===== src/rtl/core/tfq_pkg.sv =====
// ----------------------------------------------------------------------------
// tfq_pkg
// Shared constants and types for the transform-to-quaternion pipeline.
// ----------------------------------------------------------------------------
package tfq_pkg;

  // fixed-point format
  localparam int FRAC_BITS = 16;
  localparam int IN_W      = 32;
  localparam int Q_W       = FRAC_BITS + 3;

  // square root unit
  localparam int RAD_W     = 64;
  localparam int ROOT_W    = RAD_W / 2;
  localparam int REM_W     = ROOT_W + 3;
  localparam int SQRT_LAT  = ROOT_W;

  // divider unit
  localparam int QUO_BITS  = FRAC_BITS + 2;
  localparam int NUM_W     = 50;
  localparam int DEN_W     = 34;
  localparam int DIV_LAT   = QUO_BITS + 2;

  // configuration
  localparam int TOL_W                 = FRAC_BITS + 1;
  localparam logic [TOL_W-1:0] TOL_RST = TOL_W'(66);
  localparam logic REG_TOL             = 1'b0;

  // quaternion case codes
  localparam logic [1:0] CASE_W = 2'd0;
  localparam logic [1:0] CASE_X = 2'd1;
  localparam logic [1:0] CASE_Y = 2'd2;
  localparam logic [1:0] CASE_Z = 2'd3;

  typedef logic signed [Q_W-1:0] q_t;

  // divider request
  typedef struct packed {
    logic [NUM_W-1:0] num;
    logic [DEN_W-1:0] den;
    logic             neg;
    logic             zero;
  } div_req_t;

  // normalized rotation with its case selection
  typedef struct packed {
    logic [1:0] sel;
    q_t [8:0]   c;
  } rot_t;

endpackage


===== src/rtl/core/tfq_sqrt.sv =====
// ----------------------------------------------------------------------------
// tfq_sqrt
// Pipelined integer square root, one result bit per stage, floor rounding.
// ----------------------------------------------------------------------------
module tfq_sqrt (
  input  logic                       clk,
  input  logic                       en,
  input  logic [tfq_pkg::RAD_W-1:0]  rad,
  output logic [tfq_pkg::ROOT_W-1:0] root
);

  localparam int NS = tfq_pkg::SQRT_LAT;

  logic [tfq_pkg::REM_W-1:0]  rem_q   [NS];
  logic [tfq_pkg::ROOT_W-1:0] root_q  [NS];
  logic [tfq_pkg::RAD_W-1:0]  rad_q   [NS];
  logic [tfq_pkg::REM_W-1:0]  rem_nx  [NS];
  logic [tfq_pkg::ROOT_W-1:0] root_nx [NS];
  logic [tfq_pkg::RAD_W-1:0]  rad_nx  [NS];

  // one digit step per stage: bring down two radicand bits, try 4*root+1
  always_comb begin
    logic [tfq_pkg::REM_W-1:0]  r_in, r_sh, trial;
    logic [tfq_pkg::ROOT_W-1:0] q_in;
    logic [tfq_pkg::RAD_W-1:0]  v_in;
    for (int i = 0; i < NS; i++) begin
      if (i == 0) begin
        r_in = '0;
        q_in = '0;
        v_in = rad;
      end else begin
        r_in = rem_q[i-1];
        q_in = root_q[i-1];
        v_in = rad_q[i-1];
      end
      r_sh  = {r_in[tfq_pkg::REM_W-3:0], v_in[tfq_pkg::RAD_W-1 -: 2]};
      trial = {1'b0, q_in, 2'b01};
      if (r_sh >= trial) begin
        rem_nx[i]  = r_sh - trial;
        root_nx[i] = {q_in[tfq_pkg::ROOT_W-2:0], 1'b1};
      end else begin
        rem_nx[i]  = r_sh;
        root_nx[i] = {q_in[tfq_pkg::ROOT_W-2:0], 1'b0};
      end
      rad_nx[i] = {v_in[tfq_pkg::RAD_W-3:0], 2'b00};
    end
  end

  always_ff @(posedge clk) begin
    if (en) begin
      for (int i = 0; i < NS; i++) begin
        rem_q[i]  <= rem_nx[i];
        root_q[i] <= root_nx[i];
        rad_q[i]  <= rad_nx[i];
      end
    end
  end

  assign root = root_q[NS-1];

endmodule


===== config.mk =====
export PLATFORM = sky130hd
export DESIGN_NAME = tfq_sqrt
export DESIGN_NICKNAME = d
export VERILOG_FILES = /design/src/rtl/core/tfq_pkg.sv /design/src/rtl/core/tfq_sqrt.sv
export SDC_FILE = /design/constraint.sdc
export NUM_CORES = 2
export LEC_CHECK = 0
export BUFFER_PORTS_ARGS = -buffer_cell sky130_fd_sc_hd__buf_2
export CAP_MARGIN = 30
export CORE_MARGIN = 1
export CORE_UTILIZATION = 41
export DETAILED_ROUTE_END_ITERATION = 7
export PLACE_DENSITY = 0.58
export SETUP_SLACK_MARGIN = 0.3
export SLEW_MARGIN = 20
export SYNTH_ARGS = -nofsm -noshare
export SYNTH_HDL_FRONTEND = slang
export SYNTH_MEMORY_MAX_BITS = 65536
export SYNTH_SLANG_ARGS = --single-unit

===== constraint.sdc =====
create_clock -name clk -period 3.4 [get_ports clk]
set_input_delay 0.68 -clock clk [delete_from_list [all_inputs] [get_ports clk]]
set_output_delay 0.68 -clock clk [all_outputs]
set_load 0.02 [all_outputs]

==> results.yml <==
grt:
  grt_pass1_vias: 71700
  grt_max_degree: 104
  overflow: 0
  antenna_found_initial: 3
  grt_util_all_layers: 0.175
  grt_pass1_wl_mm: 399
power_and_ir_drop:
  leakagePower_nw: 54.1
  p_seq_frac: 0.451
  p_int_mw: 65.9
  switching_share: 0.288
  p_sw_mw: 26.6
  p_per_area_mw_per_mm2: 659
  power_frac_comb: 0.232
  power.share.clock: 0.317
  peakVddDrop_uv: 461
synth:
  yosysWarnings: 0
  ys_seq_area_frac: 0.644
  ys.flop_type: "edfxtp_1"
  synth_edf_count: 2494
  avgSynthCellArea_um2: 13.0
  synth_cells: 8965
  ys_types: 91
  ys_ff_latch: 2494
  async_flop_share: 0
  syn-cell-area_mm2: 0.116
  synth_nets: 9592
min_path:
  hp-start: "rad[19]"
  hold_path.class: "input pin to flip-flop"
setup_path:
  critical_path_required_ns: 4.11
  worst_ep_arrival_time_ns: 4.08
  endpoint_kind: "flip-flop"
  r2r-start: "rem_q[0][195]"
  path_class: "flip-flop to flip-flop"
  startpoint: "rem_q[0][195]"
  start_kind: "flip-flop"
  rrSetupSlack_ns: 0.03
  path_max_fanout: 8
timing:
  rsz0062_at_grt: "true"
  maxSlewHeadroom: 0.441
  fmax_mhz: 297
  fin_crit_ns: 3.37
  worstMarginPinSlew_ns: 0.830
  holdWs_ns: 0.0784
  hold_viol: 0
  setup-violations-final: 0
  clock_skew_ns: 0.0530
  final.setup.worst_slack_ns: 0.0304
  final_min_period_over_clock_period: 0.991
  maxSlewViolCount: 0
cts:
  cts-htree-levels: 5
  cts-buffers-inserted: 279
  cts_tree: "yes"
  cts_root_buf: "clkbuf_16"
  path_clk_slew_ns: 0.06
  cts.sinks: 2494
  clk_latency_ns: 0.87
  cts_buffer_depth: 4
run_status:
  outcome: "complete, no violations"
placement:
  place.gp.congestion: 0.885
  place_ws_ns: -0.394
  dpl.hpwl_mm: 184
  numPortBuffers: 97
die:
  core-area_mm2: 0.282
  die_area_mm2: 0.286
  start_util: 0.412
  rows: 195
  io_pins: 98
  die_w_um: 534
  fp.dieH_um: 534
drt:
  viasPerCell: 5.20
  antenna_left: 0
  wire_per_inst_um: 18.6
  drc_errors: 0
  drtIter0Drc: 4852
  finalWirelength_mm: 259
  vias: 72400
  dr.pass1.iters: 6
layout:
  nets: 10600
  layout-drive-gt1-share: 0.189
  syn_to_final_growth_pct: 20.8
  nFillCells: 24600
job:
  cap_violations: 0
[kinds of logic (layout without fill, tap and decap cells)]
logic type | count (synthesis) | after routing | share of synthesized area
other | 1 | 4 | 0.0000323
XOR/XNOR | 797 | 797 | 0.0600
adder cells (fa/ha/maj) | 561 | 561 | 0.0604
multiplexers | 109 | 109 | 0.0104
AO/OA/AOI/OAI | 1787 | 1789 | 0.0961
AND/OR/NAND/NOR | 2320 | 2322 | 0.0996
flip-flops | 2494 | 2494 | 0.644
buffers and inverters | 896 | 2113 | 0.0292
[stage by stage]
stage,TNS [ns],total power [mW],area [um^2],std cells,util
2_1_floorplan,0,54.4,117000,8965,-
3_3_place_gp,-1.18,61.4,126000,13100,0.445
3_5_place_dp,-1.92,61.6,126000,13100,0.445
4_1_cts,0,92.2,137000,13800,0.486
5_1_grt,-1.23,97.1,140000,13900,0.498
6_report,0,92.5,140000,13900,0.498
[flip-flops by register name (all words and copies together) (netlist names)]
name    flops
rad_q     992
rem_q     974
root_q    528
[cell usage after synthesis (all sizes together), types with 173 or more instances]
cell type,count,area [um^2]
a21o,257,1930
a21oi,593,2970
edfxtp,2494,74900
ha,561,7020
inv,718,2700
nand2,564,2120
nand3,173,866
nor2,571,2140
nor3,229,1180
o21ai,407,2040
xnor2,416,3640
xor2,381,3340
[power groups by stage]
stage	clock, mW	sequential, mW	combinational [mW]
after floorplan	0	40.8	13.6
after global placement	0	42.3	19.2
after detailed placement	0	42.3	19.3
after CTS	30.3	41.7	20.2
after global routing	31.3	42.1	23.7
final	29.3	41.7	21.5
[layout by cell type (no fill, tap or decap), types with 78 or more instances in the layout]
master        n
o21ai_0     335
ha_1        493
nand2b_1    100
buf_2        97
xor2_1      379
nor2_1      524
nand3_1     159
nand4_1      83
buf_4       625
xnor2_1     402
mux2_2       78
clkbuf_16   292
nand2_1     558
a21o_1      257
o21a_1       88
nor3_1      191
nor2b_1      78
a21oi_1     534
inv_1       699
edfxtp_1   2494
[metal layers]
| metal | part of all wire | track usage | vias up |
|---|---|---|---|
| met5 | 0 | 0 | - |
| met3 | 0.032 | 0.0192 | 440 |
| met4 | 0.029 | 0.0562 | 0 |
| li1 | - | - | 35300 |
| met1 | 0.44 | 0.226 | 35400 |
| met2 | 0.50 | 0.307 | 1225 |
[layout make-up]
class / instances / area [um^2] / share of cell area
clock buffers: 337 / 7330 / 0.0522
inverters: 719 / 2720 / 0.0194
multi-input cells: 5579 / 41500 / 0.295
clock inverters: 154 / 1550 / 0.0110
repair buffers: 903 / 7800 / 0.0556
diodes: 3 / 7.51 / 0.0000535
flip-flops and latches: 2494 / 74900 / 0.533
well taps: 3743 / 4680 / 0.0333
[worst paths after layout]
kind / depth (start not counted) / end
setup / recovery: 10 / rem_q[0][211]
hold / removal: 1 / rad_q[0][19]
setup reg to reg: 10 / rem_q[0][211]
hold reg to reg: 0 / rad_q[0][597]
[what timing repair did]
| action | 4_1_cts | 5_1_grt |
|---|---|---|
| buffers inserted | 91 | 124 |
| hold endpoints to repair | 60 | 0 |
| cloned | 9 | 9 |
| endpoints found under the setup margin | 558 | 670 |
| hold buffers | 60 | 0 |
| resized for setup | 268 | 473 |
| pin swaps | 67 | 140 |
[critical path, cell delays in order, from the launching register on]
cell and delay, ns:
edfxtp_1 0.39, or4_4 0.55, or4_4 0.44, or3_4 0.35
or3_4 0.35, nor3_4 0.14, and3_4 0.20, nor3b_4 0.22
buf_6 0.20, buf_12 0.15, mux2i_2 0.21
Note: power is estimated with default switching activity, not from simulation.
